<file path="config.mk">
export PLATFORM = sky130hd
export DESIGN_NAME = power_statistics_accumulator_flat
export DESIGN_NICKNAME = d
export VERILOG_FILES = /design/src/rtl/core/psa_pkg.sv /design/src/rtl/core/psa_if.sv /design/src/rtl/core/power_statistics_accumulator.sv /design/src/rtl/core/psa_ram.sv /design/src/flat_wrapper.sv
export SDC_FILE = /design/constraint.sdc
export NUM_CORES = 2
export LEC_CHECK = 0
export BUFFER_PORTS_ARGS = -buffer_cell sky130_fd_sc_hd__buf_2
export CORE_MARGIN = 2
export CORE_UTILIZATION = 50
export CTS_CLUSTER_DIAMETER = 100
export DETAILED_ROUTE_END_ITERATION = 7
export PLACE_DENSITY = 0.75
export SLEW_MARGIN = 20
export SYNTH_ARGS = -nofsm -noshare
export SYNTH_HDL_FRONTEND = slang
export SYNTH_SLANG_ARGS = --single-unit
</file>
<file path="constraint.sdc">
create_clock -name clk -period 27.3 [get_ports clk]
set_input_delay 6.825 -clock clk [delete_from_list [all_inputs] [get_ports clk]]
set_output_delay 6.825 -clock clk [all_outputs]
set_load 0.02 [all_outputs]
</file>
<file path="src/rtl/core/psa_pkg.sv">
// Shared widths, reset values, register indexes and records of the power statistics block.
package psa_pkg;

	localparam int CUR_W       = 20;
	localparam int VOLT_W      = 13;
	localparam int MODE_W      = 3;
	localparam int POWER_W     = 33;
	localparam int CNT_W       = 32;
	localparam int TIME_W      = 32;
	localparam int ENERGY_W    = 64;
	localparam int SUM_W       = 52;
	localparam int RUNTIME_W   = 34;
	localparam int CFG_W       = 16;
	localparam int CFG_IDX_W   = 2;
	localparam int TICK_W      = POWER_W + CFG_W;
	localparam int SCALE_W     = 18;
	localparam int DVS_W       = 32;
	localparam int DVD_W       = RUNTIME_W;
	localparam int STEP_W      = 6;

	localparam int NUM_MODES_DEF = 5;

	localparam logic [CFG_W-1:0]   CAP_RESET      = 16'd2000;
	localparam logic [CFG_W-1:0]   INTERVAL_RESET = 16'd100;
	localparam logic [SCALE_W-1:0] Q8_HOUR_SCALE  = 18'd256000;

	typedef enum logic [CFG_IDX_W-1:0] {
		CFG_BATTERY_CAPACITY = 2'd0,
		CFG_SAMPLE_INTERVAL  = 2'd1
	} cfg_idx_t;

	typedef struct packed {
		logic [ENERGY_W-1:0] energy;
		logic [TIME_W-1:0]   time_ms;
		logic [CNT_W-1:0]    count;
	} mode_rec_t;

	typedef struct packed {
		logic [POWER_W-1:0]   power_nw;
		logic [CNT_W-1:0]     sample_total;
		logic [CUR_W-1:0]     avg_current_ua;
		logic [CUR_W-1:0]     peak_current_ua;
		logic [CUR_W-1:0]     min_current_ua;
		logic [ENERGY_W-1:0]  total_energy_pj;
		logic [RUNTIME_W-1:0] runtime_hours_q8;
		logic                 runtime_valid;
		logic [CNT_W-1:0]     mode_sample_count;
		logic [TIME_W-1:0]    mode_elapsed_ms;
		logic [ENERGY_W-1:0]  mode_energy_pj;
	} result_t;

endpackage

</file>
<file path="src/rtl/core/psa_if.sv">
// Sample and result channel interfaces of the power statistics block.
interface psa_sample_if;
	import psa_pkg::*;
	logic              valid;
	logic              ready;
	logic [CUR_W-1:0]  current_ua;
	logic [VOLT_W-1:0] supply_mv;
	logic [MODE_W-1:0] power_mode;

	modport source (output valid, output current_ua, output supply_mv, output power_mode,
		input ready);
	modport sink (input valid, input current_ua, input supply_mv, input power_mode,
		output ready);
endinterface

interface psa_result_if;
	import psa_pkg::*;
	logic                 valid;
	logic                 ready;
	logic [POWER_W-1:0]   power_nw;
	logic [CNT_W-1:0]     sample_total;
	logic [CUR_W-1:0]     avg_current_ua;
	logic [CUR_W-1:0]     peak_current_ua;
	logic [CUR_W-1:0]     min_current_ua;
	logic [ENERGY_W-1:0]  total_energy_pj;
	logic [RUNTIME_W-1:0] runtime_hours_q8;
	logic                 runtime_valid;
	logic [CNT_W-1:0]     mode_sample_count;
	logic [TIME_W-1:0]    mode_elapsed_ms;
	logic [ENERGY_W-1:0]  mode_energy_pj;

	modport source (output valid, output power_nw, output sample_total,
		output avg_current_ua, output peak_current_ua, output min_current_ua,
		output total_energy_pj, output runtime_hours_q8, output runtime_valid,
		output mode_sample_count, output mode_elapsed_ms, output mode_energy_pj,
		input ready);
	modport sink (input valid, input power_nw, input sample_total,
		input avg_current_ua, input peak_current_ua, input min_current_ua,
		input total_energy_pj, input runtime_hours_q8, input runtime_valid,
		input mode_sample_count, input mode_elapsed_ms, input mode_energy_pj,
		output ready);
endinterface

</file>
<file path="src/rtl/core/power_statistics_accumulator.sv">
// Power statistics block: per-sample power, energy, per-mode and overall statistics.
//
// Usage: each word on the sample channel is one sample tick (current, voltage,
// power mode). For every accepted sample exactly one word appears on the result
// channel, carrying power, overall totals, mean, peak and minimum current, the
// battery runtime prediction and the accumulators of the sample's own mode.
// Both channels use valid/ready; a word moves on an edge where both are high.
// The configuration port writes battery capacity (index 0) and sample interval
// (index 1); other indexes are ignored. The user must write them only while the
// block is idle; the block itself does not enforce this.
// One sample is worked at a time. From acceptance to result valid it passes the
// states MUL, ENG, UPD, DIV1, RLOAD, DIV2 and OUT, using the shared restoring
// divider: 20 steps for the mean current and 34 steps for the runtime. When the
// mean saturates the first pass is skipped, and when the mean is zero the second
// pass is skipped; the next sample is taken once the result register is loaded.
// The per-mode accumulators live in a small RAM with one valid bit per mode.
// Reset clears all statistics, the valid bits and the configuration to its
// defaults at once; no clearing pass is needed. A stalled receiver holds the
// result word; a finished sample waits in the final state until it can be
// loaded, and no new sample is taken meanwhile.
module power_statistics_accumulator #(
	parameter int NUM_MODES = psa_pkg::NUM_MODES_DEF
) (
	input  logic                           clk,
	input  logic                           arst_n,
	input  logic                           cfg_we,
	input  logic [psa_pkg::CFG_IDX_W-1:0]  cfg_idx,
	input  logic [psa_pkg::CFG_W-1:0]      cfg_data,
	psa_sample_if.sink                     sample,
	psa_result_if.source                   result
);
	import psa_pkg::*;

	localparam int AW    = (NUM_MODES > 1) ? $clog2(NUM_MODES) : 1;
	localparam int EXT_W = AW + MODE_W;
	localparam int REC_W = $bits(mode_rec_t);

	typedef enum logic [2:0] {
		S_IDLE, S_MUL, S_ENG, S_UPD, S_DIV1, S_RLOAD, S_DIV2, S_OUT
	} state_t;

	state_t state_q;

	// configuration
	logic [CFG_W-1:0] cap_q, intv_q;

	// captured sample
	logic [CUR_W-1:0]  cur_q;
	logic [VOLT_W-1:0] volt_q;
	logic [AW-1:0]     addr_q;
	logic              inr_q;

	// working values
	logic [POWER_W-1:0]  power_q;
	logic [TICK_W-1:0]   energy_q;
	logic [DVD_W-1:0]    num_q;
	logic [CNT_W-1:0]    mode_cnt_q;
	logic [TIME_W-1:0]   mode_time_q;
	logic [ENERGY_W-1:0] mode_eng_q;

	// overall statistics
	logic [CNT_W-1:0]     samples_q;
	logic [SUM_W-1:0]     csum_q;
	logic [ENERGY_W-1:0]  esum_q;
	logic [CUR_W-1:0]     peak_q, min_q, avg_q;
	logic [RUNTIME_W-1:0] rt_q;
	logic                 rt_ok_q;
	logic [NUM_MODES-1:0] vld_q;

	// divider
	logic [DVS_W-1:0]  rem_q, dvs_q;
	logic [DVD_W-1:0]  dvd_q, quo_q;
	logic [STEP_W-1:0] cnt_q;

	// result register
	result_t res_q;
	logic    res_vld_q;

	logic                 accept;
	logic [EXT_W-1:0]     in_mode_ext;
	logic [AW-1:0]        in_addr;
	logic                 in_inr;
	logic [REC_W-1:0]     ram_rdata;
	mode_rec_t            rec_old, rec_new;
	logic [TIME_W:0]      time_sum;
	logic [ENERGY_W:0]    eng_sum, esum_sum;
	logic [SUM_W:0]       csum_sum;
	logic                 avg_ovf;
	logic [DVS_W:0]       rem_sh, rem_diff;
	logic                 div_ge;
	logic [DVS_W-1:0]     rem_nx;
	logic [DVD_W-1:0]     quo_nx;
	logic                 res_load;

	assign accept       = sample.valid && sample.ready;
	assign sample.ready = (state_q == S_IDLE);

	// mode to RAM address; modes beyond the table touch nothing
	assign in_mode_ext = {{AW{1'b0}}, sample.power_mode};
	assign in_addr     = in_mode_ext[AW-1:0];
	assign in_inr      = (in_mode_ext < EXT_W'(NUM_MODES));

	psa_ram #(
		.WIDTH (REC_W),
		.DEPTH (NUM_MODES)
	) u_mode_ram (
		.clk   (clk),
		.we    ((state_q == S_UPD) && inr_q),
		.waddr (addr_q),
		.wdata (rec_new),
		.re    (accept && in_inr),
		.raddr (in_addr),
		.rdata (ram_rdata)
	);

	// an entry never written since reset reads as zero
	assign rec_old = (inr_q && vld_q[addr_q]) ? mode_rec_t'(ram_rdata) : '0;

	// saturating per-mode update
	assign time_sum = {1'b0, rec_old.time_ms} + (TIME_W+1)'(intv_q);
	assign eng_sum  = {1'b0, rec_old.energy} + (ENERGY_W+1)'(energy_q);
	always_comb begin
		rec_new.count   = (rec_old.count == '1) ? rec_old.count : rec_old.count + 1'b1;
		rec_new.time_ms = time_sum[TIME_W] ? '1 : time_sum[TIME_W-1:0];
		rec_new.energy  = eng_sum[ENERGY_W] ? '1 : eng_sum[ENERGY_W-1:0];
	end

	assign esum_sum = {1'b0, esum_q} + (ENERGY_W+1)'(energy_q);
	assign csum_sum = {1'b0, csum_q} + (SUM_W+1)'(cur_q);

	// mean saturates when the top bits already reach the count
	assign avg_ovf = (csum_q[SUM_W-1:CUR_W] >= samples_q);

	// one restoring step of the shared divider
	assign rem_sh   = {rem_q, dvd_q[DVD_W-1]};
	assign rem_diff = rem_sh - {1'b0, dvs_q};
	assign div_ge   = (rem_sh >= {1'b0, dvs_q});
	assign rem_nx   = div_ge ? rem_diff[DVS_W-1:0] : rem_sh[DVS_W-1:0];
	assign quo_nx   = {quo_q[DVD_W-2:0], div_ge};

	assign res_load = (state_q == S_OUT) && (!res_vld_q || result.ready);

	always_ff @(posedge clk or negedge arst_n) begin
		if (!arst_n) begin
			cap_q  <= CAP_RESET;
			intv_q <= INTERVAL_RESET;
		end else if (cfg_we) begin
			if (cfg_idx == CFG_BATTERY_CAPACITY) begin
				cap_q <= cfg_data;
			end else if (cfg_idx == CFG_SAMPLE_INTERVAL) begin
				intv_q <= cfg_data;
			end
		end
	end

	// sequencer, statistics and result handshake
	always_ff @(posedge clk or negedge arst_n) begin
		if (!arst_n) begin
			state_q   <= S_IDLE;
			res_vld_q <= 1'b0;
			samples_q <= '0;
			csum_q    <= '0;
			esum_q    <= '0;
			peak_q    <= '0;
			min_q     <= '0;
			avg_q     <= '0;
			rt_q      <= '0;
			rt_ok_q   <= 1'b0;
			vld_q     <= '0;
		end else begin
			if (res_load) begin
				res_vld_q <= 1'b1;
			end else if (result.ready) begin
				res_vld_q <= 1'b0;
			end
			unique case (state_q)
				S_IDLE: begin
					if (accept) begin
						state_q <= S_MUL;
					end
				end
				S_MUL: begin
					samples_q <= (samples_q == '1) ? samples_q : samples_q + 1'b1;
					csum_q    <= csum_sum[SUM_W] ? '1 : csum_sum[SUM_W-1:0];
					if (cur_q > peak_q) begin
						peak_q <= cur_q;
					end
					// first sample sets the minimum outright
					if ((samples_q == '0) || (cur_q < min_q)) begin
						min_q <= cur_q;
					end
					state_q <= S_ENG;
				end
				S_ENG: begin
					state_q <= S_UPD;
				end
				S_UPD: begin
					esum_q <= esum_sum[ENERGY_W] ? '1 : esum_sum[ENERGY_W-1:0];
					if (inr_q) begin
						vld_q[addr_q] <= 1'b1;
					end
					if (avg_ovf) begin
						avg_q   <= '1;
						state_q <= S_RLOAD;
					end else begin
						state_q <= S_DIV1;
					end
				end
				S_DIV1: begin
					if (cnt_q == '0) begin
						avg_q   <= quo_nx[CUR_W-1:0];
						state_q <= S_RLOAD;
					end
				end
				S_RLOAD: begin
					state_q <= (avg_q != '0) ? S_DIV2 : S_OUT;
				end
				S_DIV2: begin
					if (cnt_q == '0) begin
						rt_q    <= quo_nx;
						rt_ok_q <= 1'b1;
						state_q <= S_OUT;
					end
				end
				S_OUT: begin
					if (res_load) begin
						state_q <= S_IDLE;
					end
				end
				default: state_q <= S_IDLE;
			endcase
		end
	end

	// payload and datapath registers
	always_ff @(posedge clk) begin
		if (accept) begin
			cur_q  <= sample.current_ua;
			volt_q <= sample.supply_mv;
			addr_q <= in_addr;
			inr_q  <= in_inr;
		end
		if (state_q == S_MUL) begin
			power_q <= POWER_W'(cur_q) * POWER_W'(volt_q);
		end
		if (state_q == S_ENG) begin
			energy_q <= TICK_W'(power_q) * TICK_W'(intv_q);
			num_q    <= DVD_W'(cap_q) * DVD_W'(Q8_HOUR_SCALE);
		end
		if (state_q == S_UPD) begin
			mode_cnt_q  <= inr_q ? rec_new.count : '0;
			mode_time_q <= inr_q ? rec_new.time_ms : '0;
			mode_eng_q  <= inr_q ? rec_new.energy : '0;
			// load the mean division: high bits of the sum start as the remainder
			rem_q <= csum_q[SUM_W-1:CUR_W];
			dvd_q <= {csum_q[CUR_W-1:0], {(DVD_W-CUR_W){1'b0}}};
			dvs_q <= samples_q;
			quo_q <= '0;
			cnt_q <= STEP_W'(CUR_W - 1);
		end
		if ((state_q == S_DIV1) || (state_q == S_DIV2)) begin
			rem_q <= rem_nx;
			dvd_q <= {dvd_q[DVD_W-2:0], 1'b0};
			quo_q <= quo_nx;
			cnt_q <= cnt_q - 1'b1;
		end
		if (state_q == S_RLOAD) begin
			rem_q <= '0;
			dvd_q <= num_q;
			dvs_q <= DVS_W'(avg_q);
			quo_q <= '0;
			cnt_q <= STEP_W'(DVD_W - 1);
		end
		if (res_load) begin
			res_q.power_nw          <= power_q;
			res_q.sample_total      <= samples_q;
			res_q.avg_current_ua    <= avg_q;
			res_q.peak_current_ua   <= peak_q;
			res_q.min_current_ua    <= min_q;
			res_q.total_energy_pj   <= esum_q;
			res_q.runtime_hours_q8  <= rt_q;
			res_q.runtime_valid     <= rt_ok_q;
			res_q.mode_sample_count <= mode_cnt_q;
			res_q.mode_elapsed_ms   <= mode_time_q;
			res_q.mode_energy_pj    <= mode_eng_q;
		end
	end

	assign result.valid             = res_vld_q;
	assign result.power_nw          = res_q.power_nw;
	assign result.sample_total      = res_q.sample_total;
	assign result.avg_current_ua    = res_q.avg_current_ua;
	assign result.peak_current_ua   = res_q.peak_current_ua;
	assign result.min_current_ua    = res_q.min_current_ua;
	assign result.total_energy_pj   = res_q.total_energy_pj;
	assign result.runtime_hours_q8  = res_q.runtime_hours_q8;
	assign result.runtime_valid     = res_q.runtime_valid;
	assign result.mode_sample_count = res_q.mode_sample_count;
	assign result.mode_elapsed_ms   = res_q.mode_elapsed_ms;
	assign result.mode_energy_pj    = res_q.mode_energy_pj;

endmodule

</file>
<file path="src/rtl/core/psa_ram.sv">
// Generic single-port-write, registered-read RAM.
module psa_ram #(
	parameter int WIDTH = 8,
	parameter int DEPTH = 4,
	localparam int AW = (DEPTH > 1) ? $clog2(DEPTH) : 1
) (
	input  logic             clk,
	input  logic             we,
	input  logic [AW-1:0]    waddr,
	input  logic [WIDTH-1:0] wdata,
	input  logic             re,
	input  logic [AW-1:0]    raddr,
	output logic [WIDTH-1:0] rdata
);

	logic [WIDTH-1:0] mem [DEPTH];

	always_ff @(posedge clk) begin
		if (we) begin
			mem[waddr] <= wdata;
		end
		if (re) begin
			rdata <= mem[raddr];
		end
	end

endmodule

</file>
<file path="src/flat_wrapper.sv">
// flat-port wrapper written by rule: the top's interface ports become plain ports
module power_statistics_accumulator_flat import psa_pkg::*;
#(
	parameter int NUM_MODES = psa_pkg::NUM_MODES_DEF
)
  (clk, arst_n, cfg_we, cfg_idx, cfg_data, sample_valid, sample_current_ua, sample_supply_mv, sample_power_mode, sample_ready, result_valid, result_power_nw, result_sample_total, result_avg_current_ua, result_peak_current_ua, result_min_current_ua, result_total_energy_pj, result_runtime_hours_q8, result_runtime_valid, result_mode_sample_count, result_mode_elapsed_ms, result_mode_energy_pj, result_ready);
  psa_sample_if sample_i ();
  psa_result_if result_i ();
  input  logic clk;
  input  logic arst_n;
  input  logic cfg_we;
  input  logic [psa_pkg::CFG_IDX_W-1:0] cfg_idx;
  input  logic [psa_pkg::CFG_W-1:0] cfg_data;
  input wire logic [$bits(sample_i.valid)-1:0] sample_valid;
  input wire logic [$bits(sample_i.current_ua)-1:0] sample_current_ua;
  input wire logic [$bits(sample_i.supply_mv)-1:0] sample_supply_mv;
  input wire logic [$bits(sample_i.power_mode)-1:0] sample_power_mode;
  output wire logic [$bits(sample_i.ready)-1:0] sample_ready;
  output wire logic [$bits(result_i.valid)-1:0] result_valid;
  output wire logic [$bits(result_i.power_nw)-1:0] result_power_nw;
  output wire logic [$bits(result_i.sample_total)-1:0] result_sample_total;
  output wire logic [$bits(result_i.avg_current_ua)-1:0] result_avg_current_ua;
  output wire logic [$bits(result_i.peak_current_ua)-1:0] result_peak_current_ua;
  output wire logic [$bits(result_i.min_current_ua)-1:0] result_min_current_ua;
  output wire logic [$bits(result_i.total_energy_pj)-1:0] result_total_energy_pj;
  output wire logic [$bits(result_i.runtime_hours_q8)-1:0] result_runtime_hours_q8;
  output wire logic [$bits(result_i.runtime_valid)-1:0] result_runtime_valid;
  output wire logic [$bits(result_i.mode_sample_count)-1:0] result_mode_sample_count;
  output wire logic [$bits(result_i.mode_elapsed_ms)-1:0] result_mode_elapsed_ms;
  output wire logic [$bits(result_i.mode_energy_pj)-1:0] result_mode_energy_pj;
  input wire logic [$bits(result_i.ready)-1:0] result_ready;
  assign sample_i.valid = sample_valid;
  assign sample_i.current_ua = sample_current_ua;
  assign sample_i.supply_mv = sample_supply_mv;
  assign sample_i.power_mode = sample_power_mode;
  assign sample_ready = sample_i.ready;
  assign result_valid = result_i.valid;
  assign result_power_nw = result_i.power_nw;
  assign result_sample_total = result_i.sample_total;
  assign result_avg_current_ua = result_i.avg_current_ua;
  assign result_peak_current_ua = result_i.peak_current_ua;
  assign result_min_current_ua = result_i.min_current_ua;
  assign result_total_energy_pj = result_i.total_energy_pj;
  assign result_runtime_hours_q8 = result_i.runtime_hours_q8;
  assign result_runtime_valid = result_i.runtime_valid;
  assign result_mode_sample_count = result_i.mode_sample_count;
  assign result_mode_elapsed_ms = result_i.mode_elapsed_ms;
  assign result_mode_energy_pj = result_i.mode_energy_pj;
  assign result_i.ready = result_ready;
  power_statistics_accumulator #(.NUM_MODES(NUM_MODES)) u_core (.clk(clk), .arst_n(arst_n), .cfg_we(cfg_we), .cfg_idx(cfg_idx), .cfg_data(cfg_data), .sample(sample_i), .result(result_i));
endmodule
</file>
# Word level (Yosys, flattened, before mapping)
# Memories as Yosys holds them, arrays and structs flattened. A register that Yosys moved wholly into a read port is not among the register bits.
# Cells that the tools add are included.
dict set report word_totals {
  reg_bits 1042
  ramBits 640
  in_bits 59
  wordCells 143
  mem_count 1
}
# name words word_bits read_ports rd_ports_with_merged_regs write_ports line_no
set mem_list {}
lappend mem_list {u_core.u_mode_ram.mem 5 128 1 1 1 psa_ram.sv:16} ;# logic [WIDTH-1:0] mem [DEPTH];
dict set report op_classes {
  n_addsub 8
  n_mul 3
  n_lt_le_gt_ge 7
  n_eq_ne 15
  muxes 36
  n_bitwise 3
  reduce_logical 29
}
# op count
set ops {}
lappend ops {{$mux 32} 5}
lappend ops {{$add 64x49->65} 2}
lappend ops {{$mux 128} 1}
lappend ops {{$mux 64} 2}
lappend ops {{$mux 34} 3}
lappend ops {{$mux 20} 4}
lappend ops {{$mux 33} 2}
lappend ops {{$add 32x1->32 const B} 2}
lappend ops {{$eq 32x32->1 const B} 2}
lappend ops {{$add 52x20->53} 1}
lappend ops {{$mux 52} 1}
lappend ops {{$mul 33x16->49} 1}
lappend ops {{$pmux 20 s2} 1}
lappend ops {{$add 32x16->33} 1}
lappend ops {{$ge 33x32->1} 1}
lappend ops {{$mul 20x13->33} 1}
lappend ops {{$ge 32x32->1} 1}
lappend ops {{$logic_not 32->1} 1}
lappend ops {{$sub 32x32->32} 1}
lappend ops {{$pmux 3 s8} 1}
lappend ops {{$mul 16x7->23 const B} 1}
lappend ops {{$gt 20x20->1} 1}
lappend ops {{$lt 20x20->1} 1}
lappend ops {{$reduce_bool 20->1} 1}
lappend ops {{other kinds (28)} 63}

# Longest topological paths before layout
dict set report depth {
  ltp_word 6
  ltp_mapped 27
  ltp_nobuf 26
}

# By module
# Synthesis repeated with hierarchy kept, for this count alone.
dict set report unflattened {
  cells_unflattened 8708
  area_unflattened_um2 104367.6
}
# mod instances cells_per_inst area_each_um2 seq_area_each_um2
set by_module_without_submodules {}
lappend by_module_without_submodules {power_statistics_accumulator 1 7207 75675.1 28748.8}
lappend by_module_without_submodules {psa_ram 1 1501 28692.5 23062.1}

# Least setup slack after synthesis
# No wires, ideal clock.
dict set report synth_timing {
  path_kind {input to register}
  startpoint {input result_ready}
  endpoint {register u_core.result.avg_current_ua[0] (netlist name)}
  setup_time_ps 763
  arrival_time_ps 15005
  slack_ps 11532
  cell_stages 2
  n_path_buf 0
  cell_sequence {nand2b_1 -> and3_1}
}
dict set report synth_between {
  elab_chain_len 2
}
# element line_no
set synth_rtl {}
lappend synth_rtl {{start: declaration} flat_wrapper.sv:31} ;# input wire logic [$bits(result_i.ready)-1:0] result_ready;
lappend synth_rtl {{$logic_or 1x1->1} power_statistics_accumulator.sv:141} ;# assign res_load = (state_q == S_OUT) && (!res_vld_q || result.ready);
lappend synth_rtl {{$logic_and 1x1->1} power_statistics_accumulator.sv:141}
lappend synth_rtl {{named net u_core.res_load} power_statistics_accumulator.sv:93} ;# logic res_load;
# The timed path passes the listed nets, and every way through them passes these cells.
# A chain may end at the register's enable or synchronous reset.

# Worst setup path in the final report
dict set report layout_timing {
  startpoint {input sample_power_mode[1]}
  endpoint {register u_core.u_mode_ram.rdata[21] (read register of u_core.u_mode_ram.mem), enable pin}
}
dict set report layout_between {
  elab_chain_len 2
}
# element line_no
set layout_rtl {}
lappend layout_rtl {{start: declaration} flat_wrapper.sv:17} ;# input wire logic [$bits(sample_i.power_mode)-1:0] sample_power_mode;
lappend layout_rtl {{$lt 3x3->1} power_statistics_accumulator.sv:101} ;# assign in_inr = (in_mode_ext < EXT_W'(NUM_MODES));
lappend layout_rtl {{named net u_core.in_inr} power_statistics_accumulator.sv:82} ;# logic in_inr;
lappend layout_rtl {{$logic_and 1x1->1} power_statistics_accumulator.sv:111} ;# .re (accept && in_inr),
lappend layout_rtl {{named net u_core.u_mode_ram.re} psa_ram.sv:11} ;# input logic re,
lappend layout_rtl {{end: declaration} psa_ram.sv:13} ;# output logic [WIDTH-1:0] rdata
# The timed path passes the listed nets, and every way through them passes these cells.

==> flow_metrics.py <==
metrics = {
    "run_status": {
        "outcome": "finished, final reports clean",
    },
    "die": {
        "ios": 413,
        "core_area_mm2": 0.2044,
        "dieHeight_um": 457.2,
        "rows": 166,
        "die_area_mm2": 0.2090,
        "dieWidth_um": 457.2,
        "initial_core_util_pct": 50.24,
    },
    "timing": {
        "rsz0062_at_grt": "no",
        "final.setup.tns_ns": 0,
        "slew_headroom_pct": 23.63,
        "finClkSkew_ns": 0.07728,
        "fmax_mhz": 104.9,
        "tightest_slew_ns": 1.143,
        "finalCritPeriodShare_pct": 34.91,
        "finalSetupViolCount": 0,
        "maxSlewViolCount": 0,
        "fin_crit_ns": 9.530,
        "hold-worst-slack_ns": 0.4133,
        "hold_viol": 0,
    },
    "synthesis": {
        "synth_top_area_cell": "edfxtp_1",
        "synth-edff-count": 1433,
        "ys_warn_count": 0,
        "yosys-top-cells-area": "edfxtp_1 (42%), fa_1 (13%), dfrtp_1 (6.7%)",
        "synth_top_cell_area_share_pct": 41.91,
        "synth-main-ff-cell": "edfxtp_1",
        "synth.distinct_cells": 88,
        "syn_avg_cell_area_um2": 12.59,
        "ys_seq_area_share_pct": 50.46,
        "synth_nets": 9398,
        "syn_inst": 8156,
        "synthArstFlopShare_pct": 15.78,
        "netlist_area_mm2": 0.1027,
        "synth-seq-cells": 1800,
    },
    "clock_network": {
        "root_buffer": "clkbuf_16",
        "htreeDepth": 4,
        "insertion_delay_ns": 0.86,
        "cts_hold_buf": 0,
        "cts_resized": 0,
        "clkTransAtPathRegs_ns": 0.06,
        "numCtsBuffers": 178,
        "cts_tree": "built",
        "post-cts-setup-buffer-count": 0,
        "clockBufferDepth": 3,
        "cts.sinks": 1800,
    },
    "global_route": {
        "grt_pass1_vias": 68326,
        "grt_overflow_total": 0,
        "grt_pass1_wl_mm": 392.0,
        "grt_max_degree": 102,
        "grtUsageTotal_pct": 24.15,
        "antenna_found_initial": 6,
    },
    "route": {
        "ant_nets": 0,
        "wire_per_inst_um": 22.08,
        "detail_route.vias_per_cell": 5.746,
        "vias": 65247,
        "drc": 0,
        "drt_iter0_markers": 5506,
        "firstDrtPassIters": 6,
        "wl_mm": 250.8,
    },
    "place": {
        "hpwl_mm": 172.7,
        "place.gp.congestion": 0.9174,
        "portBuffers": 412,
        "dpl.cell_count": 11019,
    },
    "setup_path": {
        "r2r_setup_slack_ns": 19.28,
        "end_kind": "flip-flop",
        "arrival_ns": 10.00,
        "cp_cell_sequence": "buf_6, o21ai_0, and3_4, buf_4, buf_4",
        "crit_type": "primary input to flip-flop",
        "rr_endpoint": "u_core.energy_q[48]",
        "crit_path_start_kind": "primary input",
        "worstPathRequired_ns": 27.77,
        "worst_path_largest_cell_delay_ns": 0.89,
        "rr_worst_depth": 23,
        "path_common_cell": "buf_4",
        "crit_fanout": 74,
        "r2r-start": "u_core.intv_q[2]",
        "cp_slowest_cell": "buf_4",
    },
    "hold_path": {
        "min_from": "u_core.mode_cnt_q[16]",
        "hold_depth": 0,
        "whs_endpoint": "u_core.result.mode_sample_count[16]",
        "hold_path.class": "flip-flop to flip-flop",
    },
    "cells_and_area": {
        "drive_gt1_share_pct": 14.16,
        "n_fill_cell": 16419,
        "fin_cells": 11355,
        "area_delta_synth_final_pct": 10.78,
        "final_net_count": 9754,
    },
    "run": {
        "maxCapViolCount": 0,
    },
}
[worst max path at each step]
stage | from | slack (ns) | end | cells past startpoint
floorplan | result_ready | 11.53 | u_core.result.avg_current_ua[0] | 2
global placement | sample_power_mode[0] | 16.97 | u_core.u_mode_ram.rdata[36] | 5
detailed placement | sample_power_mode[0] | 16.92 | u_core.u_mode_ram.rdata[36] | 5
CTS | sample_power_mode[0] | 17.85 | u_core.u_mode_ram.rdata[24] | 5
global route | result_ready | 17.66 | u_core.result.mode_sample_count[17] | 6
finish | sample_power_mode[1] | 17.77 | u_core.u_mode_ram.rdata[21] | 5
[critical path, delay by kind of cell]
kind | cells | cell delay (ns)
AOI/OAI and AO/OA | 1 | 0.56
buffers and inverters | 3 | 1.89
and+or+nand+nor | 1 | 0.54
[kinds of logic after synthesis]
kind of cell | share of synthesized area (%)
flip-flops | 50.46
AND/OR/NAND/NOR | 9.723
XOR/XNOR | 2.815
multiplexers | 5.854
AO/OA/AOI/OAI | 7.118
buffers and inverters | 4.573
adder cells (fa/ha/maj) | 19.45
[sequential cells by signal, summed over array words and instances, names as in the netlist, 34 cells and up]
| signal | flops |
|---|---|
| u_core.csum_q | 52 |
| u_core.energy_q | 49 |
| u_core.esum_q | 64 |
| u_core.mode_eng_q | 64 |
| u_core.result.mode_energy_pj | 64 |
| u_core.result.runtime_hours_q8 | 34 |
| u_core.result.total_energy_pj | 64 |
| u_core.rt_q | 34 |
| u_core.u_mode_ram.mem | 640 |
| u_core.u_mode_ram.rdata | 128 |
[placed cells by master (no fill, tap or decap), drive strengths merged, types with 83 or more instances in the layout]
cell	count
edfxtp	1433
nand2	805
fa	689
buf	507
and2	483
a21o	155
clkbuf	221
dfxtp	83
ha	494
a31oi	83
o21ai	252
nand3	96
nor2	314
mux2	250
a21oi	300
dfrtp	275
xnor2	208
xor2	122
inv	916
mux4	129
[cell usage after synthesis, types with 129 or more instances]
master and instances:
nor2_1 314, clkbuf_1 288, nand2_1 805, inv_1 909, ha_1 494, and2_1 483, a21oi_1 298, dfrtp_1 275
o21ai_0 242, xnor2_1 208, edfxtp_1 1433, a21o_1 155, mux2_2 250, fa_1 689, mux4_2 129
[cell type report]
cell class / instances / area [um^2] / share of cell area (%)
inverter: 909 / 3420 / 3.006
clock inverter: 112 / 1284 / 1.129
clock buffer: 220 / 4695 / 4.127
tap: 2688 / 3363 / 2.957
multi-input combinational: 5115 / 46320 / 40.73
sequential: 1800 / 51810 / 45.55
timing repair buffer: 508 / 2838 / 2.495
antenna: 3 / 7.507 / 0.006600
[routing by layer]
metal | up-vias | track usage, % | wire length [um]
li1 | 28944 | - | -
met1 | 33210 | 31.47 | 101100
met2 | 2537 | 39.56 | 119900
met3 | 554 | 4.274 | 17770
met4 | 2 | 10.96 | 11980
met5 | - | 0 | 13
[through the flow]
stage                     cell area (um^2)  setup WS, ns  util [%]
after global routing                113700         17.66     55.65
after floorplan                     102700         11.53         -
after global placement              107700         16.97     52.70
final                               113700         17.77     55.65
after CTS                           113700         17.85     55.63
after detailed placement            107700         16.92     52.71
Power is not shown: default switching activity piles up to over one toggle a cycle in this logic, so the estimate is an artifact.
